===== config.mk =====
export PLATFORM = sky130hd
export DESIGN_NAME = two_queue_cache_policy_top
export DESIGN_NICKNAME = d
export VERILOG_FILES = /design/src/hdl/tqcp_pkg.sv /design/src/hdl/tqcp_ram.sv /design/src/hdl/two_queue_cache_policy_top.sv
export SDC_FILE = /design/constraint.sdc
export NUM_CORES = 2
export LEC_CHECK = 0
export ABC_CLOCK_PERIOD_IN_PS = 8000
export BUFFER_PORTS_ARGS = -buffer_cell sky130_fd_sc_hd__buf_4
export CAP_MARGIN = 25
export CORE_ASPECT_RATIO = 2
export CORE_MARGIN = 2
export CORE_UTILIZATION = 50
export DETAILED_ROUTE_END_ITERATION = 6
export GPL_ROUTABILITY_DRIVEN = 0
export GPL_TIMING_DRIVEN = 0
export HOLD_SLACK_MARGIN = 0.06
export PLACE_DENSITY = 0.71
export SKIP_LAST_GASP = 1
export SYNTH_ARGS = -nofsm -noshare
export SYNTH_HDL_FRONTEND = slang
export SYNTH_SLANG_ARGS = --single-unit

===== constraint.sdc =====
create_clock -name clk -period 8 [get_ports clk]
set_input_delay 1.6 -clock clk [delete_from_list [all_inputs] [get_ports clk]]
set_output_delay 1.6 -clock clk [all_outputs]
set_load 0.01 [all_outputs]

===== src/hdl/tqcp_pkg.sv =====
// Shared types, codes and default sizes for the two-queue cache policy block.
`timescale 1ns / 1ps

package tqcp_pkg;

    // Default sizes handed to the top level
    localparam int LRU_DEPTH_DEF  = 8;
    localparam int FIFO_DEPTH_DEF = 8;
    localparam int KEY_WIDTH_DEF  = 64;
    localparam int AGE_WIDTH_DEF  = 16;

    // Fixed widths of the port fields
    localparam int LOOKUP_KEY_W = 64;
    localparam int CFG_INDEX_W  = 2;
    localparam int CFG_DATA_W   = 4;
    localparam int SLOT_W       = 4;
    localparam int PROMOTED_W   = 3;
    localparam int TOTAL_W      = 32;

    // Width used for small index sums and compares (depths stay below 128)
    localparam int SUM_W = 8;

    // Configuration register indexes
    localparam logic [CFG_INDEX_W-1:0] CFG_LRU_IN_USE  = 2'd0;
    localparam logic [CFG_INDEX_W-1:0] CFG_FIFO_IN_USE = 2'd1;

    // Reset value of both size registers
    localparam logic [CFG_DATA_W-1:0] CFG_SIZE_RESET = 4'd8;

    // Lookup outcome codes
    typedef enum logic [1:0] {
        OUT_LRU_HIT  = 2'd0,
        OUT_FIFO_HIT = 2'd1,
        OUT_MISS     = 2'd2
    } outcome_t;

    // Sequencer states
    typedef enum logic [2:0] {
        ST_IDLE,
        ST_LRU_WALK,
        ST_FIFO_WALK,
        ST_PROMOTE,
        ST_WRAP,
        ST_FINISH
    } state_t;

endpackage


===== src/hdl/tqcp_ram.sv =====
// Generic single-write, single-read RAM with registered read data.
`timescale 1ns / 1ps

module tqcp_ram #(
    parameter int WIDTH = 8,
    parameter int DEPTH = 8,
    localparam int AW = (DEPTH > 1) ? $clog2(DEPTH) : 1
) (
    input  logic             clk,
    input  logic             we,
    input  logic [AW-1:0]    waddr,
    input  logic [WIDTH-1:0] wdata,
    input  logic             re,
    input  logic [AW-1:0]    raddr,
    output logic [WIDTH-1:0] rdata
);

    logic [WIDTH-1:0] mem [DEPTH];

    // Write port and registered read port
    always_ff @(posedge clk)
    begin
        if (we)
        begin
            mem[waddr] <= wdata;
        end
        if (re)
        begin
            rdata <= mem[raddr];
        end
    end

endmodule


===== src/hdl/two_queue_cache_policy_top.sv =====
// Two-queue (2Q) cache replacement policy: sequencer, stores and counters.
// A lookup walks the LRU slots in use, then the FIFO slots in use (nl, nf = slots in use);
// an LRU hit skips the FIFO walk, and a FIFO hit promotes the key into the oldest LRU slot.
// A miss after the FIFO size shrank first subtracts the size from the pointer until it fits.
// One lookup at a time: the next word is taken in the cycle after the result loads.
// Reset clears control, valid bits and counters at once; no clearing pass is needed.
`timescale 1ns / 1ps

module two_queue_cache_policy_top #(
    parameter int LRU_DEPTH  = tqcp_pkg::LRU_DEPTH_DEF,
    parameter int FIFO_DEPTH = tqcp_pkg::FIFO_DEPTH_DEF,
    parameter int KEY_WIDTH  = tqcp_pkg::KEY_WIDTH_DEF,
    parameter int AGE_WIDTH  = tqcp_pkg::AGE_WIDTH_DEF
) (
    input  logic                              clk,
    input  logic                              rst_n,
    // lookup channel
    input  logic                              in_valid,
    output logic                              in_stall,
    input  logic [tqcp_pkg::LOOKUP_KEY_W-1:0] lookup_key,
    // result channel
    output logic                              out_valid,
    input  logic                              out_stall,
    output logic [1:0]                        outcome,
    output logic [tqcp_pkg::SLOT_W-1:0]       slot_index,
    output logic [tqcp_pkg::PROMOTED_W-1:0]   promoted_slot,
    output logic [tqcp_pkg::TOTAL_W-1:0]      hit_total,
    output logic [tqcp_pkg::TOTAL_W-1:0]      miss_total,
    // configuration write channel
    input  logic                              cfg_valid,
    output logic                              cfg_ready,
    input  logic [tqcp_pkg::CFG_INDEX_W-1:0]  cfg_index,
    input  logic [tqcp_pkg::CFG_DATA_W-1:0]   cfg_data
);

    localparam int LRU_IW    = (LRU_DEPTH > 1) ? $clog2(LRU_DEPTH) : 1;
    localparam int FIFO_IW   = (FIFO_DEPTH > 1) ? $clog2(FIFO_DEPTH) : 1;
    localparam int NL_W      = $clog2(LRU_DEPTH + 1);
    localparam int NF_W      = $clog2(FIFO_DEPTH + 1);
    localparam int MAX_DEPTH = (LRU_DEPTH > FIFO_DEPTH) ? LRU_DEPTH : FIFO_DEPTH;
    localparam int CNT_W     = $clog2(MAX_DEPTH + 1);
    localparam int SUM_W     = tqcp_pkg::SUM_W;
    localparam logic [AGE_WIDTH-1:0] AGE_MAX = {AGE_WIDTH{1'b1}};

    // Control state
    tqcp_pkg::state_t                   state_reg, state_next;
    logic [CNT_W-1:0]                   cnt_reg, cnt_next;
    logic                               found_reg, found_next;
    logic [FIFO_IW-1:0]                 ptr_reg, ptr_next;
    logic [tqcp_pkg::TOTAL_W-1:0]       hit_cnt_reg, hit_cnt_next;
    logic [tqcp_pkg::TOTAL_W-1:0]       miss_cnt_reg, miss_cnt_next;
    logic [tqcp_pkg::CFG_DATA_W-1:0]    lru_cfg_reg, lru_cfg_next;
    logic [tqcp_pkg::CFG_DATA_W-1:0]    fifo_cfg_reg, fifo_cfg_next;
    logic [LRU_DEPTH-1:0]               lru_valid_reg, lru_valid_next;
    logic [LRU_DEPTH-1:0]               age_ok_reg, age_ok_next;
    logic [FIFO_DEPTH-1:0]              fifo_valid_reg, fifo_valid_next;
    logic                               out_valid_reg, out_valid_next;

    // Working payload
    logic [KEY_WIDTH-1:0]               key_reg, key_next;
    logic [LRU_IW-1:0]                  oldest_reg, oldest_next;
    logic [AGE_WIDTH-1:0]               oldest_age_reg, oldest_age_next;
    tqcp_pkg::outcome_t                 outcome_reg, outcome_next;
    logic [tqcp_pkg::SLOT_W-1:0]        slot_reg, slot_next;
    logic [tqcp_pkg::PROMOTED_W-1:0]    promoted_reg, promoted_next;

    // Result word held for the downstream side
    tqcp_pkg::outcome_t                 res_outcome_reg, res_outcome_next;
    logic [tqcp_pkg::SLOT_W-1:0]        res_slot_reg, res_slot_next;
    logic [tqcp_pkg::PROMOTED_W-1:0]    res_promoted_reg, res_promoted_next;
    logic [tqcp_pkg::TOTAL_W-1:0]       res_hit_reg, res_hit_next;
    logic [tqcp_pkg::TOTAL_W-1:0]       res_miss_reg, res_miss_next;

    // RAM ports
    logic                   lru_key_we, lru_key_re;
    logic [LRU_IW-1:0]      lru_key_waddr;
    logic [KEY_WIDTH-1:0]   lru_key_rdata;
    logic                   age_we, age_re;
    logic [LRU_IW-1:0]      age_waddr;
    logic [AGE_WIDTH-1:0]   age_wdata, age_rdata;
    logic                   fifo_key_we, fifo_key_re;
    logic [FIFO_IW-1:0]     fifo_key_waddr;
    logic [KEY_WIDTH-1:0]   fifo_key_rdata;

    // Walk helpers
    logic [NL_W-1:0]        nl;
    logic [NF_W-1:0]        nf;
    logic [CNT_W-1:0]       ev_cnt;
    logic [LRU_IW-1:0]      lru_rd, lru_ev;
    logic [FIFO_IW-1:0]     fifo_rd, fifo_ev;
    logic                   walk_eval, lru_last, fifo_last;
    logic                   lru_hit_here, fifo_hit_here;
    logic [AGE_WIDTH-1:0]   age_cur, age_inc;
    logic                   ptr_ge, out_free;
    logic [SUM_W-1:0]       ptr_sub, ptr_inc, lru_slot_sum, fifo_slot_sum, ptr_slot_sum;
    logic [SUM_W-1:0]       lru_ev_w, oldest_w;

    // Slot counts clamped to one up to the store depth
    always_comb
    begin
        if (lru_cfg_reg == '0)
            nl = NL_W'(1);
        else if (SUM_W'(lru_cfg_reg) > SUM_W'(LRU_DEPTH))
            nl = NL_W'(LRU_DEPTH);
        else
            nl = NL_W'(lru_cfg_reg);

        if (fifo_cfg_reg == '0)
            nf = NF_W'(1);
        else if (SUM_W'(fifo_cfg_reg) > SUM_W'(FIFO_DEPTH))
            nf = NF_W'(FIFO_DEPTH);
        else
            nf = NF_W'(fifo_cfg_reg);
    end

    // Read at cnt, evaluate the slot read in the previous cycle (cnt - 1)
    assign ev_cnt    = cnt_reg - CNT_W'(1);
    assign lru_rd    = cnt_reg[LRU_IW-1:0];
    assign lru_ev    = ev_cnt[LRU_IW-1:0];
    assign fifo_rd   = cnt_reg[FIFO_IW-1:0];
    assign fifo_ev   = ev_cnt[FIFO_IW-1:0];
    assign walk_eval = (cnt_reg != '0);
    assign lru_last  = (SUM_W'(cnt_reg) == SUM_W'(nl));
    assign fifo_last = (SUM_W'(cnt_reg) == SUM_W'(nf));

    assign lru_hit_here  = walk_eval && !found_reg && lru_valid_reg[lru_ev]
                           && (lru_key_rdata == key_reg);
    assign fifo_hit_here = walk_eval && fifo_valid_reg[fifo_ev]
                           && (fifo_key_rdata == key_reg);

    // Saturating age step; an age never written reads as zero
    assign age_cur = age_ok_reg[lru_ev] ? age_rdata : '0;
    assign age_inc = (age_cur == AGE_MAX) ? age_cur : age_cur + AGE_WIDTH'(1);

    // Pointer wrap and combined slot sums
    assign ptr_ge        = (SUM_W'(ptr_reg) >= SUM_W'(nf));
    assign ptr_sub       = SUM_W'(ptr_reg) - SUM_W'(nf);
    assign ptr_inc       = SUM_W'(ptr_reg) + SUM_W'(1);
    assign lru_ev_w      = SUM_W'(lru_ev);
    assign oldest_w      = SUM_W'(oldest_reg);
    assign lru_slot_sum  = lru_ev_w;
    assign fifo_slot_sum = SUM_W'(nl) + SUM_W'(fifo_ev);
    assign ptr_slot_sum  = SUM_W'(nl) + SUM_W'(ptr_reg);

    assign out_free  = !out_valid_reg || !out_stall;
    assign in_stall  = (state_reg != tqcp_pkg::ST_IDLE);
    assign cfg_ready = 1'b1;

    // Next state
    always_comb
    begin
        state_next = state_reg;
        unique case (state_reg)
            tqcp_pkg::ST_IDLE:
            begin
                if (in_valid)
                    state_next = tqcp_pkg::ST_LRU_WALK;
            end
            tqcp_pkg::ST_LRU_WALK:
            begin
                if (lru_last)
                    state_next = (found_reg || lru_hit_here) ? tqcp_pkg::ST_FINISH
                                                             : tqcp_pkg::ST_FIFO_WALK;
            end
            tqcp_pkg::ST_FIFO_WALK:
            begin
                if (fifo_hit_here)
                    state_next = tqcp_pkg::ST_PROMOTE;
                else if (fifo_last)
                    state_next = tqcp_pkg::ST_WRAP;
            end
            tqcp_pkg::ST_PROMOTE:
            begin
                state_next = tqcp_pkg::ST_FINISH;
            end
            tqcp_pkg::ST_WRAP:
            begin
                if (!ptr_ge)
                    state_next = tqcp_pkg::ST_FINISH;
            end
            tqcp_pkg::ST_FINISH:
            begin
                if (out_free)
                    state_next = tqcp_pkg::ST_IDLE;
            end
            default:
            begin
                state_next = tqcp_pkg::ST_IDLE;
            end
        endcase
    end

    // Datapath, store controls and result word
    always_comb
    begin
        cnt_next          = cnt_reg;
        found_next        = found_reg;
        ptr_next          = ptr_reg;
        hit_cnt_next      = hit_cnt_reg;
        miss_cnt_next     = miss_cnt_reg;
        lru_cfg_next      = lru_cfg_reg;
        fifo_cfg_next     = fifo_cfg_reg;
        lru_valid_next    = lru_valid_reg;
        age_ok_next       = age_ok_reg;
        fifo_valid_next   = fifo_valid_reg;
        out_valid_next    = out_valid_reg;
        key_next          = key_reg;
        oldest_next       = oldest_reg;
        oldest_age_next   = oldest_age_reg;
        outcome_next      = outcome_reg;
        slot_next         = slot_reg;
        promoted_next     = promoted_reg;
        res_outcome_next  = res_outcome_reg;
        res_slot_next     = res_slot_reg;
        res_promoted_next = res_promoted_reg;
        res_hit_next      = res_hit_reg;
        res_miss_next     = res_miss_reg;

        lru_key_we     = 1'b0;
        lru_key_re     = 1'b0;
        lru_key_waddr  = oldest_reg;
        age_we         = 1'b0;
        age_re         = 1'b0;
        age_waddr      = lru_ev;
        age_wdata      = '0;
        fifo_key_we    = 1'b0;
        fifo_key_re    = 1'b0;
        fifo_key_waddr = ptr_reg;

        // configuration writes
        if (cfg_valid)
        begin
            unique case (cfg_index)
                tqcp_pkg::CFG_LRU_IN_USE:  lru_cfg_next  = cfg_data;
                tqcp_pkg::CFG_FIFO_IN_USE: fifo_cfg_next = cfg_data;
                default: ;
            endcase
        end

        // result word taken downstream
        if (out_valid_reg && !out_stall)
            out_valid_next = 1'b0;

        unique case (state_reg)
            tqcp_pkg::ST_IDLE:
            begin
                if (in_valid)
                begin
                    key_next        = lookup_key[KEY_WIDTH-1:0];
                    cnt_next        = '0;
                    found_next      = 1'b0;
                    oldest_next     = '0;
                    oldest_age_next = '0;
                    outcome_next    = tqcp_pkg::OUT_MISS;
                    slot_next       = '0;
                    promoted_next   = '0;
                end
            end
            tqcp_pkg::ST_LRU_WALK:
            begin
                lru_key_re = !lru_last;
                age_re     = !lru_last;
                if (walk_eval)
                begin
                    // age every slot in use, note the first oldest, clear a hit
                    age_we              = 1'b1;
                    age_wdata           = lru_hit_here ? '0 : age_inc;
                    age_ok_next[lru_ev] = 1'b1;
                    if (age_inc > oldest_age_reg)
                    begin
                        oldest_age_next = age_inc;
                        oldest_next     = lru_ev;
                    end
                    if (lru_hit_here)
                    begin
                        found_next   = 1'b1;
                        outcome_next = tqcp_pkg::OUT_LRU_HIT;
                        slot_next    = lru_slot_sum[tqcp_pkg::SLOT_W-1:0];
                    end
                end
                if (lru_last)
                begin
                    cnt_next = '0;
                    if (found_reg || lru_hit_here)
                        hit_cnt_next = hit_cnt_reg + 1'b1;
                end
                else
                begin
                    cnt_next = cnt_reg + CNT_W'(1);
                end
            end
            tqcp_pkg::ST_FIFO_WALK:
            begin
                fifo_key_re = !fifo_last;
                if (fifo_hit_here)
                begin
                    found_next   = 1'b1;
                    outcome_next = tqcp_pkg::OUT_FIFO_HIT;
                    slot_next    = fifo_slot_sum[tqcp_pkg::SLOT_W-1:0];
                end
                else if (!fifo_last)
                begin
                    cnt_next = cnt_reg + CNT_W'(1);
                end
            end
            tqcp_pkg::ST_PROMOTE:
            begin
                // copy the key into the oldest LRU slot, FIFO copy stays
                lru_key_we              = 1'b1;
                age_we                  = 1'b1;
                age_waddr               = oldest_reg;
                age_wdata               = '0;
                age_ok_next[oldest_reg] = 1'b1;
                lru_valid_next[oldest_reg] = 1'b1;
                promoted_next           = oldest_w[tqcp_pkg::PROMOTED_W-1:0];
                hit_cnt_next            = hit_cnt_reg + 1'b1;
            end
            tqcp_pkg::ST_WRAP:
            begin
                if (ptr_ge)
                begin
                    // bring the pointer back under a shrunken size
                    ptr_next = ptr_sub[FIFO_IW-1:0];
                end
                else
                begin
                    fifo_key_we              = 1'b1;
                    fifo_valid_next[ptr_reg] = 1'b1;
                    slot_next     = ptr_slot_sum[tqcp_pkg::SLOT_W-1:0];
                    outcome_next  = tqcp_pkg::OUT_MISS;
                    miss_cnt_next = miss_cnt_reg + 1'b1;
                    ptr_next      = (ptr_inc == SUM_W'(nf)) ? '0 : ptr_inc[FIFO_IW-1:0];
                end
            end
            tqcp_pkg::ST_FINISH:
            begin
                if (out_free)
                begin
                    out_valid_next    = 1'b1;
                    res_outcome_next  = outcome_reg;
                    res_slot_next     = slot_reg;
                    res_promoted_next = promoted_reg;
                    res_hit_next      = hit_cnt_reg;
                    res_miss_next     = miss_cnt_reg;
                end
            end
            default: ;
        endcase
    end

    // Control registers
    always_ff @(posedge clk or negedge rst_n)
    begin
        if (!rst_n)
        begin
            state_reg      <= tqcp_pkg::ST_IDLE;
            cnt_reg        <= '0;
            found_reg      <= 1'b0;
            ptr_reg        <= '0;
            hit_cnt_reg    <= '0;
            miss_cnt_reg   <= '0;
            lru_cfg_reg    <= tqcp_pkg::CFG_SIZE_RESET;
            fifo_cfg_reg   <= tqcp_pkg::CFG_SIZE_RESET;
            lru_valid_reg  <= '0;
            age_ok_reg     <= '0;
            fifo_valid_reg <= '0;
            out_valid_reg  <= 1'b0;
        end
        else
        begin
            state_reg      <= state_next;
            cnt_reg        <= cnt_next;
            found_reg      <= found_next;
            ptr_reg        <= ptr_next;
            hit_cnt_reg    <= hit_cnt_next;
            miss_cnt_reg   <= miss_cnt_next;
            lru_cfg_reg    <= lru_cfg_next;
            fifo_cfg_reg   <= fifo_cfg_next;
            lru_valid_reg  <= lru_valid_next;
            age_ok_reg     <= age_ok_next;
            fifo_valid_reg <= fifo_valid_next;
            out_valid_reg  <= out_valid_next;
        end
    end

    // Payload registers
    always_ff @(posedge clk)
    begin
        key_reg          <= key_next;
        oldest_reg       <= oldest_next;
        oldest_age_reg   <= oldest_age_next;
        outcome_reg      <= outcome_next;
        slot_reg         <= slot_next;
        promoted_reg     <= promoted_next;
        res_outcome_reg  <= res_outcome_next;
        res_slot_reg     <= res_slot_next;
        res_promoted_reg <= res_promoted_next;
        res_hit_reg      <= res_hit_next;
        res_miss_reg     <= res_miss_next;
    end

    // LRU key store
    tqcp_ram #(
        .WIDTH (KEY_WIDTH),
        .DEPTH (LRU_DEPTH)
    ) u_lru_keys (
        .clk   (clk),
        .we    (lru_key_we),
        .waddr (lru_key_waddr),
        .wdata (key_reg),
        .re    (lru_key_re),
        .raddr (lru_rd),
        .rdata (lru_key_rdata)
    );

    // LRU age store
    tqcp_ram #(
        .WIDTH (AGE_WIDTH),
        .DEPTH (LRU_DEPTH)
    ) u_lru_ages (
        .clk   (clk),
        .we    (age_we),
        .waddr (age_waddr),
        .wdata (age_wdata),
        .re    (age_re),
        .raddr (lru_rd),
        .rdata (age_rdata)
    );

    // FIFO key store
    tqcp_ram #(
        .WIDTH (KEY_WIDTH),
        .DEPTH (FIFO_DEPTH)
    ) u_fifo_keys (
        .clk   (clk),
        .we    (fifo_key_we),
        .waddr (fifo_key_waddr),
        .wdata (key_reg),
        .re    (fifo_key_re),
        .raddr (fifo_rd),
        .rdata (fifo_key_rdata)
    );

    // Result port
    assign out_valid     = out_valid_reg;
    assign outcome       = res_outcome_reg;
    assign slot_index    = res_slot_reg;
    assign promoted_slot = res_promoted_reg;
    assign hit_total     = res_hit_reg;
    assign miss_total    = res_miss_reg;

    // Checks on the sequencer
    a_lru_walk_bound: assert property (@(posedge clk) disable iff (!rst_n)
        (state_reg == tqcp_pkg::ST_LRU_WALK) |-> (SUM_W'(cnt_reg) <= SUM_W'(nl)))
        else $error("LRU walk counter ran past the slots in use");

    a_fifo_walk_unfound: assert property (@(posedge clk) disable iff (!rst_n)
        (state_reg == tqcp_pkg::ST_FIFO_WALK) |-> !found_reg)
        else $error("FIFO walk entered after a hit");

    a_promote_found: assert property (@(posedge clk) disable iff (!rst_n)
        (state_reg == tqcp_pkg::ST_PROMOTE) |-> (found_reg && oldest_w < SUM_W'(nl)))
        else $error("promotion without a FIFO hit or outside the LRU slots in use");

    a_miss_ptr_wrapped: assert property (@(posedge clk) disable iff (!rst_n)
        (state_reg == tqcp_pkg::ST_WRAP && !ptr_ge) |=> (SUM_W'(ptr_reg) < SUM_W'(nf)))
        else $error("FIFO pointer left beyond the slots in use");

    a_finish_loads: assert property (@(posedge clk) disable iff (!rst_n)
        (state_reg == tqcp_pkg::ST_FINISH && out_free) |=> out_valid_reg)
        else $error("finished lookup produced no result word");

endmodule

==> metrics.txt <==
die height 495.9 µm; synthesized area 60,490 µm²; largest net degree at the start of global routing 71; Layout area overhead 16.11%; post-DR wirelength/cell 27.93 µm; Inst Count DP 4,756; CTS tree yes; Worst Hold Class reg2reg; Die Span X 249.9 µm; 1st-iter DRT viols 2,380; Mapped Avg Cell Area 20.82 µm²; Overall Power 24.45 mW; Core ar. 120,300 µm²; share of post-route cells with drive strength above 1 30.34%; Ports 151; hpwl dp 98,020 µm; cts bufs inserted 132; PwrDens 348.2 nW/µm²; row cnt 180; Post-Syn Instances 2,905; CP max-delay cell nor4_4; Slew Viols, Final 0; port buffer count 149; worst slew pin tran 1082 ps; Final Hold Fails 0; Ys Warns 0; crit-path max cell delay 650 ps; clock network power share 27.2%; DR pass1 iterations 7; hold depth 0; Clock Tree Buf Depth 3; fin crit period 7580 ps; sw power 7.294 mW; Lkg Pwr 23.36 nW; largest registers u_fifo_keys.mem x512, u_lru_keys.mem x512, u_lru_ages.mem x128; Sink Count 1,569; Yosys cell types 61; predominant post-synthesis flop cell edfxtp_1; final wirelength 139,900 µm; Overall Global Routing Usage 22.98%; Clock Latency Late Sink 770 ps; via count 29,408; vias per inst 5.871; CP dominant cell by count ha_1; commonest non-fill, non-tap cells in the layout edfxtp_1 (1,461), mux4_2 (294), buf_4 (204), mux2_2 (154), clkbuf_16 (138); Worst Path Arrival 8040 ps; critical path required time 8460 ps; Setup-failing EPs final 0; CP Class reg2reg; Seq pwr share 45.8%; R2R Setup Slk 420 ps; initial antenna violation count 1; Async S/R FF share, synth 6.883%; DRT antenna net count 0; critical-path maximum fanout 19; sequential area share after synthesis 77.00%; Initial Util 50.29%; global-route wire length before repair 205,000 µm; Root Driver clkbuf_16; Max Cap Viol 0; Logic pwr share 27.0%; RSZ-0062 raised after global routing false; skew final 26.31 ps; register bit count reported by yosys 1,569; most common cell after layout, fill and taps aside edfxtp_1; Die Area 123,900 µm²; CP Capture Type register; status finished, final reports clean; Final Cycle Share 94.75%; worst-case reg-to-reg path depth 28; Post-synth EDFFs 1,461; fin cells 5,009; gr ovfl total 0; VDD IR max 0.2403 mV; Reg clk slew, reported paths 70 ps; Startpoint Class register; drc violations 0; post-synthesis net count 3,010; CTS H-Tree Depth 4; fmax 131.9 MHz; Layout Nets 3,462; Slew headroom 27.63%; Internal Power 17.16 mW; Sw Share 29.83%; vias in the first global route 30,938
worst paths after layout:
check | end | from
setup / recovery | oldest_age_reg[3] | cnt_reg[1]
hold / removal | promoted_slot[1] | promoted_reg[1]
setup reg to reg | oldest_age_reg[3] | cnt_reg[1]
hold reg to reg | promoted_slot[1] | promoted_reg[1]
max in group asynchronous | lru_cfg_reg[3] | rst_n
min in group asynchronous | fifo_key_waddr[0] | rst_n
Yosys cell counts, types with 11 or more instances:
cell type | number | share of area [%]
edfxtp_1 | 1461 | 73
mux4_2 | 294 | 11
mux2_2 | 154 | 2.9
xor2_1 | 118 | 1.7
dfrtp_1 | 106 | 4.4
nor2_1 | 88 | 0.55
xnor2_1 | 81 | 1.2
clkbuf_1 | 70 | 0.43
inv_1 | 64 | 0.40
nand2_1 | 63 | 0.39
nor3_1 | 41 | 0.34
nand3_1 | 38 | 0.31
buf_1 | 35 | 0.22
nor4_1 | 29 | 0.30
ha_1 | 28 | 0.58
or2_2 | 27 | 0.28
nand4_1 | 26 | 0.27
a21oi_1 | 17 | 0.14
and3_1 | 17 | 0.18
nor2b_1 | 15 | 0.16
nor4_2 | 12 | 0.25
o21ai_0 | 12 | 0.099
nand2b_1 | 11 | 0.11
power groups by stage:
stage,Sequential (mW),Combinational [mW],Clock (mW)
2_1_floorplan,11.3,4.07,0
3_3_place_gp,11.5,6.14,0
3_5_place_dp,11.4,6.55,0
4_1_cts,11.2,6.60,6.76
5_1_grt,11.3,7.05,7.04
6_report,11.2,6.60,6.65
per-stage QoR:
| step | hold WS (ps) | setup slack [ps] | TNS, ps | util (%) | instance area, µm² |
|---|---|---|---|---|---|
| 2_1_floorplan | 400.3 | -579.6 | -96660 | - | 60490 |
| 3_3_place_gp | 403.3 | -8378 | -4390570 | 52.83 | 63540 |
| 3_5_place_dp | 405.2 | -1528 | -29000 | 54.52 | 65570 |
| 4_1_cts | 422.1 | 53.03 | 0 | 58.22 | 70020 |
| 5_1_grt | 420.4 | 116.7 | 0 | 58.40 | 70230 |
| 6_report | 422.9 | 419.9 | 0 | 58.40 | 70230 |
cell families (layout without fill, tap and decap cells):
kind of cell / Yosys count / in the layout / synth area share [%]
adder cells (fa/ha/maj): 30 / 30 / 0.6454
multiplexers: 452 / 452 / 13.88
other: 1 / 2 / 0.006200
XOR/XNOR: 199 / 199 / 2.881
buffers and inverters: 174 / 730 / 1.115
flip-flops: 1569 / 1569 / 77.00
AO/OA/AOI/OAI: 93 / 93 / 1.063
AND/OR/NAND/NOR: 387 / 387 / 3.405
layer usage:
layer	track usage (%)	wire length (µm)
met5	0	0
met4	13.34	9055
met3	3.321	6778
met2	42.24	75920
met1	25.35	48170
cell type report:
cell class	instances	area [µm²]
Fill cell	8574	50030
Sequential cell	1569	46580
Multi-Input combinational cell	1162	13430
Clock buffer	164	3581
Timing Repair Buffer	319	3184
Tap cell	1547	1936
Clock inverter	74	847.1
Buffer	109	436.7
Inverter	64	242.7
Antenna cell	1	2.502
worst max-delay path, delay by kind of cell (launching register included):
family | cells | cell delay [ps]
buffers and inverters | 7 | 2040
AND/OR/NAND/NOR | 9 | 1880
AO/OA/AOI/OAI | 6 | 1480
adder cells (fa/ha/maj) | 3 | 690
XOR/XNOR | 2 | 560
flip-flops | 1 | 390
multiplexers | 1 | 220
what timing repair did:
action / 4_1_cts / 5_1_grt
cloned: 0 / 0
hold buffers: 0 / 0
buffers inserted: 0 / 1
pin swaps: 0 / 1
setup endpoints to repair: 27 / 19
gates resized for setup: 5 / 4
Note: power is estimated with default switching activity, not from simulation.
